<file path="src/rtl/core/nec_ir_pkg.sv">
// Shared definitions for the NEC infrared frame decoder core.
// Holds register indexes, reset values, status codes and the range check.
// No dependencies.
package nec_ir_pkg;

    // widths of the stream fields
    localparam int DUR_W     = 16;
    localparam int BYTE_W    = 8;
    localparam int STATUS_W  = 3;
    localparam int COUNT_W   = 7;
    localparam int BITS_W    = 32;
    localparam int CFG_IDX_W = 3;
    localparam int OUT_W     = 24;

    // frame layout
    localparam int FRAME_PULSES = 67;
    localparam logic [COUNT_W-1:0] COUNT_MAX    = 7'd127;
    localparam logic [COUNT_W-1:0] IDX_LDR_BURST = 7'd0;
    localparam logic [COUNT_W-1:0] IDX_LDR_SPACE = 7'd1;
    localparam logic [COUNT_W-1:0] IDX_DATA_FIRST = 7'd2;
    localparam logic [COUNT_W-1:0] IDX_DATA_LAST  = 7'd65;
    localparam logic [COUNT_W-1:0] REPEAT_PULSES  = 7'd3;
    localparam logic [BYTE_W:0]    ADDR_OFFSET    = 9'h010;

    // register indexes
    typedef enum logic [CFG_IDX_W-1:0] {
        CFG_LEADER_BURST = 3'd0,
        CFG_LEADER_SPACE = 3'd1,
        CFG_BIT_BURST    = 3'd2,
        CFG_ONE_SPACE    = 3'd3,
        CFG_REPEAT_SPACE = 3'd4,
        CFG_TOLERANCE    = 3'd5
    } cfg_idx_t;

    // register reset values
    localparam logic [DUR_W-1:0] RST_LEADER_BURST = 16'd9000;
    localparam logic [DUR_W-1:0] RST_LEADER_SPACE = 16'd4500;
    localparam logic [DUR_W-1:0] RST_BIT_BURST    = 16'd562;
    localparam logic [DUR_W-1:0] RST_ONE_SPACE    = 16'd1687;
    localparam logic [DUR_W-1:0] RST_REPEAT_SPACE = 16'd2250;
    localparam logic [DUR_W-1:0] RST_TOLERANCE    = 16'd200;

    // result status codes
    typedef enum logic [STATUS_W-1:0] {
        ST_NORMAL   = 3'd0,
        ST_REPEAT   = 3'd1,
        ST_NOT_NEC  = 3'd2,
        ST_ADDR_BAD = 3'd3,
        ST_CMD_BAD  = 3'd4
    } status_t;

    // duration within nominal +/- tolerance, widened so nothing wraps
    function automatic logic near_value(
        input logic [DUR_W-1:0] d,
        input logic [DUR_W-1:0] n,
        input logic [DUR_W-1:0] e
    );
        logic [DUR_W:0] d_plus_e;
        logic [DUR_W:0] n_plus_e;
        d_plus_e = {1'b0, d} + {1'b0, e};
        n_plus_e = {1'b0, n} + {1'b0, e};
        return (d_plus_e >= {1'b0, n}) && ({1'b0, d} <= n_plus_e);
    endfunction

endpackage

</file>
<file path="src/rtl/core/nec_ir_frame_decoder_core.sv">
// NEC infrared frame decoder core, top level.
// Depends on nec_ir_pkg for field widths, register indexes and status codes.
//
// Usage:
// - s_ channel: one beat per captured burst or space duration; s_tlast marks
//   the last duration of a frame.
// - m_ channel: one result beat per frame, sent for the beat that had s_tlast.
// - cfg channel: register writes (index, 16-bit data), always ready; write
//   only while no frame beat is still in flight.
// Order: each beat is checked while in the input register; a frame's result shows on
// m_tvalid once the result register takes it. Throughput: one beat per cycle unless a
// frame-end beat waits. Each beat passes an input register, one level of range compares
// and bit insertion, then frame state registers or, at frame end, the result register.
// Stall: beats that do not end a frame keep flowing while m_ stalls; a
// frame-end beat waits in the input register until the result register is
// free, and s_tready drops while it waits.
// Reset: frame state clears, registers return to the NEC nominal timings,
// both channels go empty.
module nec_ir_frame_decoder_core #(
    parameter int FRAME_PULSES = nec_ir_pkg::FRAME_PULSES
) (
    input  logic                              aclk,
    input  logic                              aresetn,
    // input durations
    input  logic                              s_tvalid,
    output logic                              s_tready,
    input  logic [nec_ir_pkg::DUR_W-1:0]      s_tdata,  // [15:0] duration_us
    input  logic                              s_tlast,  // frame_end
    // frame results
    output logic                              m_tvalid,
    input  logic                              m_tready,
    output logic [nec_ir_pkg::OUT_W-1:0]      m_tdata,  // [2:0] status, [10:3] address,
                                                        // [18:11] command_code, rest zero
    // register writes
    input  logic                              cfg_valid,
    output logic                              cfg_ready,
    input  logic [nec_ir_pkg::CFG_IDX_W-1:0]  cfg_index,
    input  logic [nec_ir_pkg::DUR_W-1:0]      cfg_data
);
    import nec_ir_pkg::*;

    // configuration registers
    logic [DUR_W-1:0] leader_burst_reg;
    logic [DUR_W-1:0] leader_space_reg;
    logic [DUR_W-1:0] bit_burst_reg;
    logic [DUR_W-1:0] one_space_reg;
    logic [DUR_W-1:0] repeat_space_reg;
    logic [DUR_W-1:0] tolerance_reg;

    // input register
    logic             in_valid_reg;
    logic [DUR_W-1:0] in_dur_reg;
    logic             in_last_reg;

    // frame state
    logic [COUNT_W-1:0] pulse_count_reg, pulse_count_next;
    logic [BITS_W-1:0]  bits_reg, bits_next;
    logic               leader_ok_reg, leader_ok_next;
    logic               repeat_ok_reg, repeat_ok_next;
    logic               burst_ok_reg, burst_ok_next;

    // result register
    logic               out_valid_reg;
    status_t            status_reg, status_next;
    logic [BYTE_W-1:0]  addr_reg, addr_next;
    logic [BYTE_W-1:0]  cmd_reg, cmd_next;

    logic advance;
    logic near_lb, near_ls, near_rs, near_bb, near_os;
    logic [COUNT_W-1:0] rel;
    logic [4:0]         bit_pos;
    logic [BYTE_W-1:0]  b_addr, b_inv_addr, b_cmd, b_inv_cmd, comp;

    // handshake: only a frame-end beat needs the result register
    assign advance   = in_valid_reg && (!in_last_reg || !out_valid_reg || m_tready);
    assign s_tready  = !in_valid_reg || advance;
    assign cfg_ready = 1'b1;

    // register writes
    always_ff @(posedge aclk) begin
        if (!aresetn) begin
            leader_burst_reg <= RST_LEADER_BURST;
            leader_space_reg <= RST_LEADER_SPACE;
            bit_burst_reg    <= RST_BIT_BURST;
            one_space_reg    <= RST_ONE_SPACE;
            repeat_space_reg <= RST_REPEAT_SPACE;
            tolerance_reg    <= RST_TOLERANCE;
        end else if (cfg_valid) begin
            case (cfg_index)
                CFG_LEADER_BURST: leader_burst_reg <= cfg_data;
                CFG_LEADER_SPACE: leader_space_reg <= cfg_data;
                CFG_BIT_BURST:    bit_burst_reg    <= cfg_data;
                CFG_ONE_SPACE:    one_space_reg    <= cfg_data;
                CFG_REPEAT_SPACE: repeat_space_reg <= cfg_data;
                CFG_TOLERANCE:    tolerance_reg    <= cfg_data;
                default: ;
            endcase
        end
    end

    // input register
    always_ff @(posedge aclk) begin
        if (!aresetn) begin
            in_valid_reg <= 1'b0;
        end else if (s_tready) begin
            in_valid_reg <= s_tvalid;
        end
    end

    always_ff @(posedge aclk) begin
        if (s_tvalid && s_tready) begin
            in_dur_reg  <= s_tdata;
            in_last_reg <= s_tlast;
        end
    end

    // range checks against each nominal
    assign near_lb = near_value(in_dur_reg, leader_burst_reg, tolerance_reg);
    assign near_ls = near_value(in_dur_reg, leader_space_reg, tolerance_reg);
    assign near_rs = near_value(in_dur_reg, repeat_space_reg, tolerance_reg);
    assign near_bb = near_value(in_dur_reg, bit_burst_reg, tolerance_reg);
    assign near_os = near_value(in_dur_reg, one_space_reg, tolerance_reg);

    assign rel     = pulse_count_reg - IDX_DATA_FIRST;
    assign bit_pos = rel[5:1];

    // frame state update for the beat in the input register
    always_comb begin
        leader_ok_next = leader_ok_reg;
        repeat_ok_next = repeat_ok_reg;
        burst_ok_next  = burst_ok_reg;
        bits_next      = bits_reg;

        if (pulse_count_reg == IDX_LDR_BURST) begin
            leader_ok_next = leader_ok_reg && near_lb;
            repeat_ok_next = repeat_ok_reg && near_lb;
        end else if (pulse_count_reg == IDX_LDR_SPACE) begin
            leader_ok_next = leader_ok_reg && near_ls;
            repeat_ok_next = repeat_ok_reg && near_rs;
        end
        if (pulse_count_reg == IDX_DATA_FIRST) begin
            repeat_ok_next = repeat_ok_reg && near_bb;
        end

        // data pairs: burst sets the flag, space completes the bit
        if (pulse_count_reg >= IDX_DATA_FIRST && pulse_count_reg <= IDX_DATA_LAST) begin
            if (!rel[0]) begin
                burst_ok_next = near_bb;
            end else if (burst_ok_reg && near_os) begin
                bits_next = bits_reg | (BITS_W'(1) << bit_pos);
            end
        end

        if (pulse_count_reg != COUNT_MAX) begin
            pulse_count_next = pulse_count_reg + 7'd1;
        end else begin
            pulse_count_next = pulse_count_reg;
        end
    end

    // frame decision on the last beat
    assign b_addr     = bits_next[BYTE_W-1:0];
    assign b_inv_addr = bits_next[2*BYTE_W-1:BYTE_W];
    assign b_cmd      = bits_next[3*BYTE_W-1:2*BYTE_W];
    assign b_inv_cmd  = bits_next[4*BYTE_W-1:3*BYTE_W];
    assign comp       = ~b_addr;

    always_comb begin
        if (pulse_count_next == REPEAT_PULSES && repeat_ok_next) begin
            status_next = ST_REPEAT;
        end else if (pulse_count_next < COUNT_W'(FRAME_PULSES) || !leader_ok_next) begin
            status_next = ST_NOT_NEC;
        end else if (comp != b_inv_addr &&
                     {1'b0, comp} != ({1'b0, b_inv_addr} + ADDR_OFFSET)) begin
            status_next = ST_ADDR_BAD;
        end else if (~b_cmd != b_inv_cmd) begin
            status_next = ST_CMD_BAD;
        end else begin
            status_next = ST_NORMAL;
        end
        addr_next = (status_next == ST_NORMAL) ? b_addr : '0;
        cmd_next  = (status_next == ST_NORMAL) ? b_cmd : '0;
    end

    // frame state registers, cleared after each result
    always_ff @(posedge aclk) begin
        if (!aresetn) begin
            pulse_count_reg <= '0;
            bits_reg        <= '0;
            leader_ok_reg   <= 1'b1;
            repeat_ok_reg   <= 1'b1;
            burst_ok_reg    <= 1'b0;
        end else if (advance) begin
            if (in_last_reg) begin
                pulse_count_reg <= '0;
                bits_reg        <= '0;
                leader_ok_reg   <= 1'b1;
                repeat_ok_reg   <= 1'b1;
                burst_ok_reg    <= 1'b0;
            end else begin
                pulse_count_reg <= pulse_count_next;
                bits_reg        <= bits_next;
                leader_ok_reg   <= leader_ok_next;
                repeat_ok_reg   <= repeat_ok_next;
                burst_ok_reg    <= burst_ok_next;
            end
        end
    end

    // result register
    always_ff @(posedge aclk) begin
        if (!aresetn) begin
            out_valid_reg <= 1'b0;
        end else if (advance && in_last_reg) begin
            out_valid_reg <= 1'b1;
        end else if (m_tready) begin
            out_valid_reg <= 1'b0;
        end
    end

    always_ff @(posedge aclk) begin
        if (advance && in_last_reg) begin
            status_reg <= status_next;
            addr_reg   <= addr_next;
            cmd_reg    <= cmd_next;
        end
    end

    assign m_tvalid = out_valid_reg;
    assign m_tdata  = {5'b0, cmd_reg, addr_reg, status_reg};

    // checks
    a_last_loads_result: assert property (@(posedge aclk) disable iff (!aresetn)
        advance && in_last_reg |=> out_valid_reg)
        else $error("frame-end beat did not produce a result");

    a_state_cleared: assert property (@(posedge aclk) disable iff (!aresetn)
        advance && in_last_reg |=> pulse_count_reg == '0 && bits_reg == '0)
        else $error("frame state not cleared after result");

    a_stall_reason: assert property (@(posedge aclk) disable iff (!aresetn)
        !s_tready |-> in_valid_reg && in_last_reg && out_valid_reg && !m_tready)
        else $error("input stalled without a blocked frame-end beat");

    a_fields_zero: assert property (@(posedge aclk) disable iff (!aresetn)
        out_valid_reg && status_reg != ST_NORMAL |-> addr_reg == '0 && cmd_reg == '0)
        else $error("address or command set on a non-normal result");

endmodule
</file>
<file path="config.mk">
export PLATFORM = sky130hd
export DESIGN_NAME = nec_ir_frame_decoder_core
export DESIGN_NICKNAME = d
export VERILOG_FILES = /design/src/rtl/core/nec_ir_pkg.sv /design/src/rtl/core/nec_ir_frame_decoder_core.sv
export SDC_FILE = /design/constraint.sdc
export NUM_CORES = 1
export LEC_CHECK = 0
export BUFFER_PORTS_ARGS = -buffer_cell sky130_fd_sc_hd__clkbuf_2
export CORE_ASPECT_RATIO = 1.25
export CORE_MARGIN = 2
export CORE_UTILIZATION = 30
export CTS_BUF_LIST = sky130_fd_sc_hd__clkbuf_16
export CTS_CLUSTER_DIAMETER = 120
export CTS_CLUSTER_SIZE = 10
export DETAILED_ROUTE_END_ITERATION = 10
export GPL_TIMING_DRIVEN = 0
export PLACE_DENSITY = 0.42
export RECOVER_POWER = 50
export SLEW_MARGIN = 20
export SYNTH_ARGS = -nofsm -noshare
export SYNTH_HDL_FRONTEND = slang
export SYNTH_SLANG_ARGS = --single-unit
export TNS_END_PERCENT = 50
</file>
<file path="constraint.sdc">
create_clock -name aclk -period 12.4 [get_ports aclk]
set_input_delay 1.24 -clock aclk [delete_from_list [all_inputs] [get_ports aclk]]
set_output_delay 1.24 -clock aclk [all_outputs]
set_load 0.01 [all_outputs]
</file>
==> impl_metrics.csv, run 1 <==
group,metric,value,unit
floorplanning,row_count,92,
sta,slew_headroom,25.83,%
drt,firstDrtPassIters,5,
floorplanning,core,50190,um^2
setup_path,cp.required,12.60,ns
sta,worst_pin_slew,1.103,ns
setup_path,cp_max_fo,13,
yosys,synth-simple-area-share,17.65,%
yosys,synth_flop_cell,"dfxtp_1",
sta,rsz0062_at_grt,"false",
cts,path_clk_slew,0.07,ns
power,peakVddDrop,0.05917,mV
cts,cts_setup_buffers,0,
yosys,synthXorXnorAreaFrac,5.145,%
cells_and_area,syn_to_final_growth,10.78,%
cts,clock_sinks,176,
yosys,synth_fa_ha_area_share,22.51,%
yosys,syn_area_per_cell,8.312,um^2
yosys,synth.most_common_cell,"ha_1",
global_route,grt_max_degree,22,
min_path,hold_class,"register to register",
cts,cts_tree,"yes",
drt,vias,13725,
sta,timing.setup.tns,0,ns
job,drv_cap,0,
setup_path,crit_arrival,7.89,ns
yosys,synth_top_family_by_area,"compound AO/OA/AOI/OAI gates",
cts,postCtsHoldBufs,0,
global_route,antenna_found_initial,0,
placed_design,place_congestion,0.9264,
yosys,synthTopCellsByCount,"ha_1, nand2_1, dfxtp_1",
sta,finClkSkew,0.02086,ns
global_route,grt_usage,23.28,%
global_route,grt_pass1_vias,13982,
power,power.leakage,6.891,nW
yosys,synthArstFlopShare,0,%
drt,routedWlPerCell,23.22,um
floorplanning,initial_core_util,30.19,%
drt,ant_nets,0,
cts,root_buffer,"clkbuf_16",
power,p_per_area,87.99,nW/um^2
global_route,grt_pass1_wl,87750,um
yosys,synth_area_leaders,"ha_1, dfxtp_1, edfxtp_1",
placed_design,dpl.hpwl,48390,um
cts,clock_path_buffers,2,
cells_and_area,fillers,5404,
yosys,synth_edf_count,36,
cts,cts_buffers,17,
yosys,synth_warnings,0,
drt,wl,59880,um
yosys,mappedNetlistArea,15150,um^2
floorplanning,io_pins,68,
cts,cts_max_level,4,
sta,setup_viol,0,
setup_path,crit_start,"tolerance_reg[1]$_SDFFE_PN0P_",
cells_and_area,nets,2218,
cts,clkLatencyLatePin,0.48,ns
min_path,hold_start,"repeat_ok_reg$_SDFFE_PN1P_",
global_route,grt_overflow,0,
outcome,status,"completed",
yosys,synthCells,1823,
setup_path,critical_path_class,"register to register",
yosys,synth_compound_area_share,23.96,%
yosys,synth_mux_area_share,0.1321,%
drt,drc,0,
yosys,synth_top_area_share,21.72,%
cells_and_area,diodes,0,
sta,max_freq,0.1300,GHz
yosys,yosysUniqueCellTypes,82,
floorplanning,fp.dieW,205.0,um
sta,period_minus_slack,7.694,ns
cts,cts_resized,0,
floorplanning,dieArea,52330,um^2
floorplanning,die_h,255.3,um
yosys,ys_seq_elements,176,
yosys,yosysTopAreaCell,"ha_1",
setup_path,reg2reg_from,"tolerance_reg[1]$_SDFFE_PN0P_",
placed_design,portBuffers,61,
drt,viasPerCell,5.322,
setup_path,endpoint_kind,"register",
yosys,ys_seq_area_share,25.63,%
sta,final-max-slew-violation-count,0,
drt,drt_iter0_markers,660,
setup_path,cp-start-kind,"register",
cells_and_area,largest_reg_flops,32,
cells_and_area,layout-drive-gt1-share,4.737,%
cells_and_area,finish.utilization,33.45,%
sta,fin_crit_sh,62.05,%
sta,hold_viol,0,
[layout by cell type, fill, tap and decap left out, types with 22 or more instances in the layout]
| cell | instances |
|---|---|
| ha_1 | 263 |
| o21a_1 | 42 |
| a21oi_1 | 133 |
| inv_1 | 134 |
| edfxtp_1 | 36 |
| nor2_1 | 122 |
| o211ai_1 | 34 |
| dfxtp_1 | 140 |
| nand3_1 | 44 |
| a21boi_0 | 74 |
| xnor2_1 | 53 |
| nor2b_1 | 33 |
| nand4_1 | 30 |
| nor3_1 | 30 |
| clkbuf_1 | 74 |
| o21bai_1 | 25 |
| a21o_1 | 24 |
| xor2_1 | 35 |
| o21ai_0 | 67 |
| clkbuf_2 | 34 |
| and3_1 | 22 |
| nand2_1 | 227 |
[path summary, 6_finish.rpt]
| path | endpoint | slack [ns] | cells after the start |
|---|---|---|---|
| worst min-delay path | repeat_ok_reg$_SDFFE_PN1P_ | 0.47 | 1 |
| worst max-delay path | status_reg[1]$_DFFE_PP_ | 4.71 | 26 |
| worst max register to register | status_reg[1]$_DFFE_PP_ | 4.71 | 26 |
| worst min register to register | repeat_ok_reg$_SDFFE_PN1P_ | 0.47 | 1 |
[layout make-up]
| type | instances | area [um^2] | share of cell area (%) |
|---|---|---|---|
| Timing Repair Buffer | 62 | 275.3 | 1.640 |
| Sequential cell | 176 | 3884 | 23.14 |
| Buffer | 57 | 259.0 | 1.543 |
| Clock buffer | 17 | 425.4 | 2.534 |
| Inverter | 130 | 488.0 | 2.907 |
| Tap cell | 658 | 823.3 | 4.905 |
| Clock inverter | 15 | 80.08 | 0.4770 |
| Multi-Input combinational cell | 1464 | 10550 | 62.86 |
[power by group]
part           total [mW]  internal (mW)  switching, mW
clock network       0.505          0.251          0.254
logic               0.350          0.134          0.217
registers           0.622          0.596         0.0256
total                1.48          0.981          0.496
[layer usage]
layer  GRT usage (%)  vias up  part of all wire (%)
met2           46.68      255                    55
met5               0        -                     0
met1           24.03     6585                    38
met4           11.26        0                   4.6
met3           1.795       82                   2.1
li1                -     6803                     -
[kinds of logic after synthesis]
logic type | after synthesis
AO/OA/AOI/OAI | 527
XOR/XNOR | 89
adder cells (fa/ha/maj) | 269
buffers and inverters | 187
flip-flops | 176
multiplexers | 2
other | 2
AND/OR/NAND/NOR | 571
[critical path, stage by stage (launching register included)]
cell,delay [ns]
dfxtp_1,0.83
ha_1,0.35
a21o_1,0.15
a21oi_1,0.22
o21bai_1,0.10
a21oi_1,0.28
nor2b_1,0.10
o21a_1,0.19
o31a_1,0.32
o41ai_1,0.64
o21bai_1,0.14
a21oi_1,0.20
xnor2_1,0.29
ha_1,0.41
nand2_1,0.10
a211oi_1,0.18
nand4_1,0.28
a21oi_1,0.40
o31ai_4,0.19
o41ai_1,0.61
ha_1,0.35
xnor2_1,0.13
a311oi_1,0.27
a31oi_2,0.20
nor2_4,0.21
buf_6,0.18
a21oi_1,0.08
[metrics by stage]
step | hold WS, ns | instances | cell area [um^2] | power, mW | setup slack (ns)
final | 0.4681 | 2579 | 16790 | 1.477 | 4.706
after global routing | 0.4939 | 2579 | 16790 | 1.548 | 4.235
after CTS | 0.4634 | 2579 | 16850 | 1.493 | 4.612
after detailed placement | 0.4457 | 2547 | 16350 | 0.9867 | 4.630
after global placement | 0.4368 | 2546 | 16300 | 0.9812 | 4.696
after floorplan | 0.4272 | 1827 | 15170 | 0.8478 | 6.516
No activity file was read; power rests on OpenSTA's default activity.
==> run 2: changes to the inputs <==
- ABC_AREA: unset -> 1
- clock period: 12.4 -> 7.34 ns (I/O delays scaled with it)
==> run 2 against run 1 <==
Clock skew shrank 0.012 ns. Clock-buffer cell count is the same. Utilization grew 0.37 points. Maximum frequency grew 11%. Hold slack lost 0.059 ns. Sequential power grew 70%. Die area shrank 0.89%. Setup slack lost 4.3 ns. Global-route usage shrank 0.61 points. Via count shrank 0.57%. Final area shrank 0.45%. Combinational power grew 120%.
==> impl_metrics.csv, run 2 <==
group,metric,value,unit
yosys,synthArstFlopShare,0,%
placed_design,dp_slack,0.4623,ns
yosys,synth_compound_area_share,17.26,%
yosys,ys_seq_area_share,25.87,%
cts,cts_resized,0,
power,power.leakage,7.694,nW
yosys,synth_top_family_by_area,"adder cells",
sta,timing.setup.tns,0,ns
cts,cts_max_level,4,
cells_and_area,final_common_cell,"nand2_1",
yosys,synth_edf_count,36,
drt,vias,13647,
global_route,grt_max_degree,21,
cells_and_area,largest_reg_flops,32,
yosys,ys_seq_elements,176,
setup_path,critical_path_class,"register to register",
setup_path,timing.critical_path.mode_cell,"nand2_1",
cells_and_area,fillers,5373,
cts,clock_sinks,176,
power,peakVddDrop,0.1805,mV
outcome,status,"completed",
drt,firstDrtPassIters,5,
yosys,synth_area_leaders,"ha_1, dfxtp_1, nand2_1",
yosys,yosysUniqueCellTypes,56,
cells_and_area,fin_cells,2761,
yosys,synth-simple-area-share,20.13,%
drt,ant_nets,0,
cells_and_area,syn_to_final_growth,11.29,%
setup_path,crit_arrival,7.17,ns
drt,routedWlPerCell,20.95,um
global_route,antenna_found_initial,0,
sta,finClkSkew,0.008499,ns
setup_path,cp.required,7.60,ns
yosys,synth.most_common_cell,"nand2_1",
cts,path_clk_slew,0.08,ns
yosys,syn_area_per_cell,7.459,um^2
cts,clkLatencyLatePin,0.50,ns
setup_path,cp_slowest_cell,"dfxtp_1",
job,drv_cap,0,
setup_path,cpPeakStageDelay,0.86,ns
yosys,synthXorXnorAreaFrac,5.308,%
power,p_per_area,167.7,nW/um^2
yosys,synth_mux_area_share,0,%
placed_design,placed_cells,2729,
yosys,synth_warnings,0,
drt,drt_iter0_markers,702,
placed_design,portBuffers,61,
cts,cts_tree,"yes",
yosys,synthCells,2013,
setup_path,cp-start-kind,"register",
global_route,grt_pass1_wl,83630,um
sta,hold_slack,0.4090,ns
floorplanning,fp.dieW,204.1,um
min_path,hold_class,"input port to register",
floorplanning,dieArea,51860,um^2
sta,max_freq,0.1447,GHz
placed_design,dpl.hpwl,46980,um
global_route,grt_pass1_vias,13316,
global_route,grt_usage,22.68,%
setup_path,endpoint_kind,"register",
cts,cts_buffers,17,
sta,worst_pin_slew,1.127,ns
cells_and_area,final_cell_mix,"nand2_1, ha_1, inv_1",
yosys,mappedNetlistArea,15010,um^2
cells_and_area,finish.utilization,33.82,%
yosys,yosysTopAreaCell,"ha_1",
setup_path,cp_max_fo,12,
floorplanning,initial_core_util,30.38,%
placed_design,place_congestion,0.9001,
yosys,synth_flop_cell,"dfxtp_1",
cts,root_buffer,"clkbuf_16",
drt,wl,57840,um
cells_and_area,nets,2407,
floorplanning,io_pins,68,
cts,clock_path_buffers,2,
drt,drc,0,
sta,hold_viol,0,
yosys,synth_top_area_share,21.92,%
cells_and_area,layout-drive-gt1-share,6.161,%
sta,fin_crit_sh,94.16,%
global_route,grt_overflow,0,
sta,setup_viol,0,
yosys,synthTopCellsByCount,"nand2_1, ha_1, inv_1",
yosys,synth_fa_ha_area_share,22.72,%
floorplanning,die_h,254.1,um
sta,period_minus_slack,6.911,ns
floorplanning,row_count,91,
sta,slew_headroom,24.30,%
sta,final-max-slew-violation-count,0,
sta,fin_ws,0.4287,ns
sta,rsz0062_at_grt,"false",
cts,postCtsHoldBufs,0,
floorplanning,core,49410,um^2
drt,viasPerCell,4.943,
cts,cts_setup_buffers,0,
cells_and_area,diodes,0,
-- run 2: cell count changes in the layout (fill, tap and decap cells not counted), sizes merged, moves of 29 or more --
cell | before | now
inv | 138 | 286
nand2 | 227 | 364
a21oi | 133 | 211
a21boi | 74 | 6
o21ai | 69 | 127
o21a | 42 | 3
nor2 | 124 | 160
nor2b | 33 | 1
nand3 | 44 | 73
-- run 2: where the power goes --
| group | switching (mW) | total, mW | internal, mW |
|---|---|---|---|
| clock network | 0.496 | 0.982 | 0.485 |
| logic | 0.497 | 0.757 | 0.260 |
| registers | 0.0509 | 1.06 | 1.01 |
-- run 2: cell families (layout without fill, tap and decap cells) --
| kind of cell | Yosys count | count (layout) |
|---|---|---|
| adders and majority gates | 269 | 269 |
| xor gates and xnor gates | 91 | 91 |
| DFF | 176 | 176 |
| other | 2 | 6 |
| and+or+nand+nor | 692 | 692 |
| AOI/OAI and AO/OA | 455 | 455 |
| buffers and inverters | 328 | 421 |
-- run 2: per-layer routing --
layer | share of wire (%) | GRT usage (%)
met2 | 52 | 42.15
met1 | 42 | 25.94
met5 | 0 | 0
met3 | 2.5 | 3.257
met4 | 3.7 | 8.778
-- run 2: worst paths after layout --
| kind | from | endpoint | slack, ns | cells past startpoint |
|---|---|---|---|---|
| setup / recovery | tolerance_reg[1]$_SDFFE_PN0P_ | status_reg[1]$_DFFE_PP_ | 0.43 | 28 |
| hold / removal | s_tdata[12] | in_dur_reg[12]$_DFFE_PP_ | 0.41 | 1 |
| setup reg to reg | tolerance_reg[1]$_SDFFE_PN0P_ | status_reg[1]$_DFFE_PP_ | 0.43 | 28 |
| hold reg to reg | bits_reg[31]$_SDFFE_PN0P_ | bits_reg[31]$_SDFFE_PN0P_ | 0.45 | 2 |
-- run 2: final cells by class --
type                       instances  area, um^2  share of cell area [%]
sequential                       176        3884                   23.24
clock buffer                      17       425.4                   2.546
multi-input combinational       1513        9844                   58.91
buffer                            50       257.7                   1.542
tap                              651       814.5                   4.875
clock inverter                    15       166.4                  0.9959
inverter                         278        1044                   6.245
timing repair buffer              61       274.0                   1.640
-- run 2: metrics by stage --
step	power (mW)	area (um^2)
after floorplan	1.559	15030
after global placement	1.838	16150
after detailed placement	1.844	16150
after CTS	2.830	16740
after global routing	2.961	16710
final	2.802	16710
-- run 2: worst max-delay path: cells and delay by family (launching register included) --
| kind | cells | cell delay [ns] |
|---|---|---|
| flops | 1 | 0.86 |
| simple gates | 15 | 2.09 |
| fa+ha+maj | 2 | 0.57 |
| compound gates | 8 | 2.28 |
| xor+xnor | 1 | 0.62 |
| buf+inv | 2 | 0.26 |
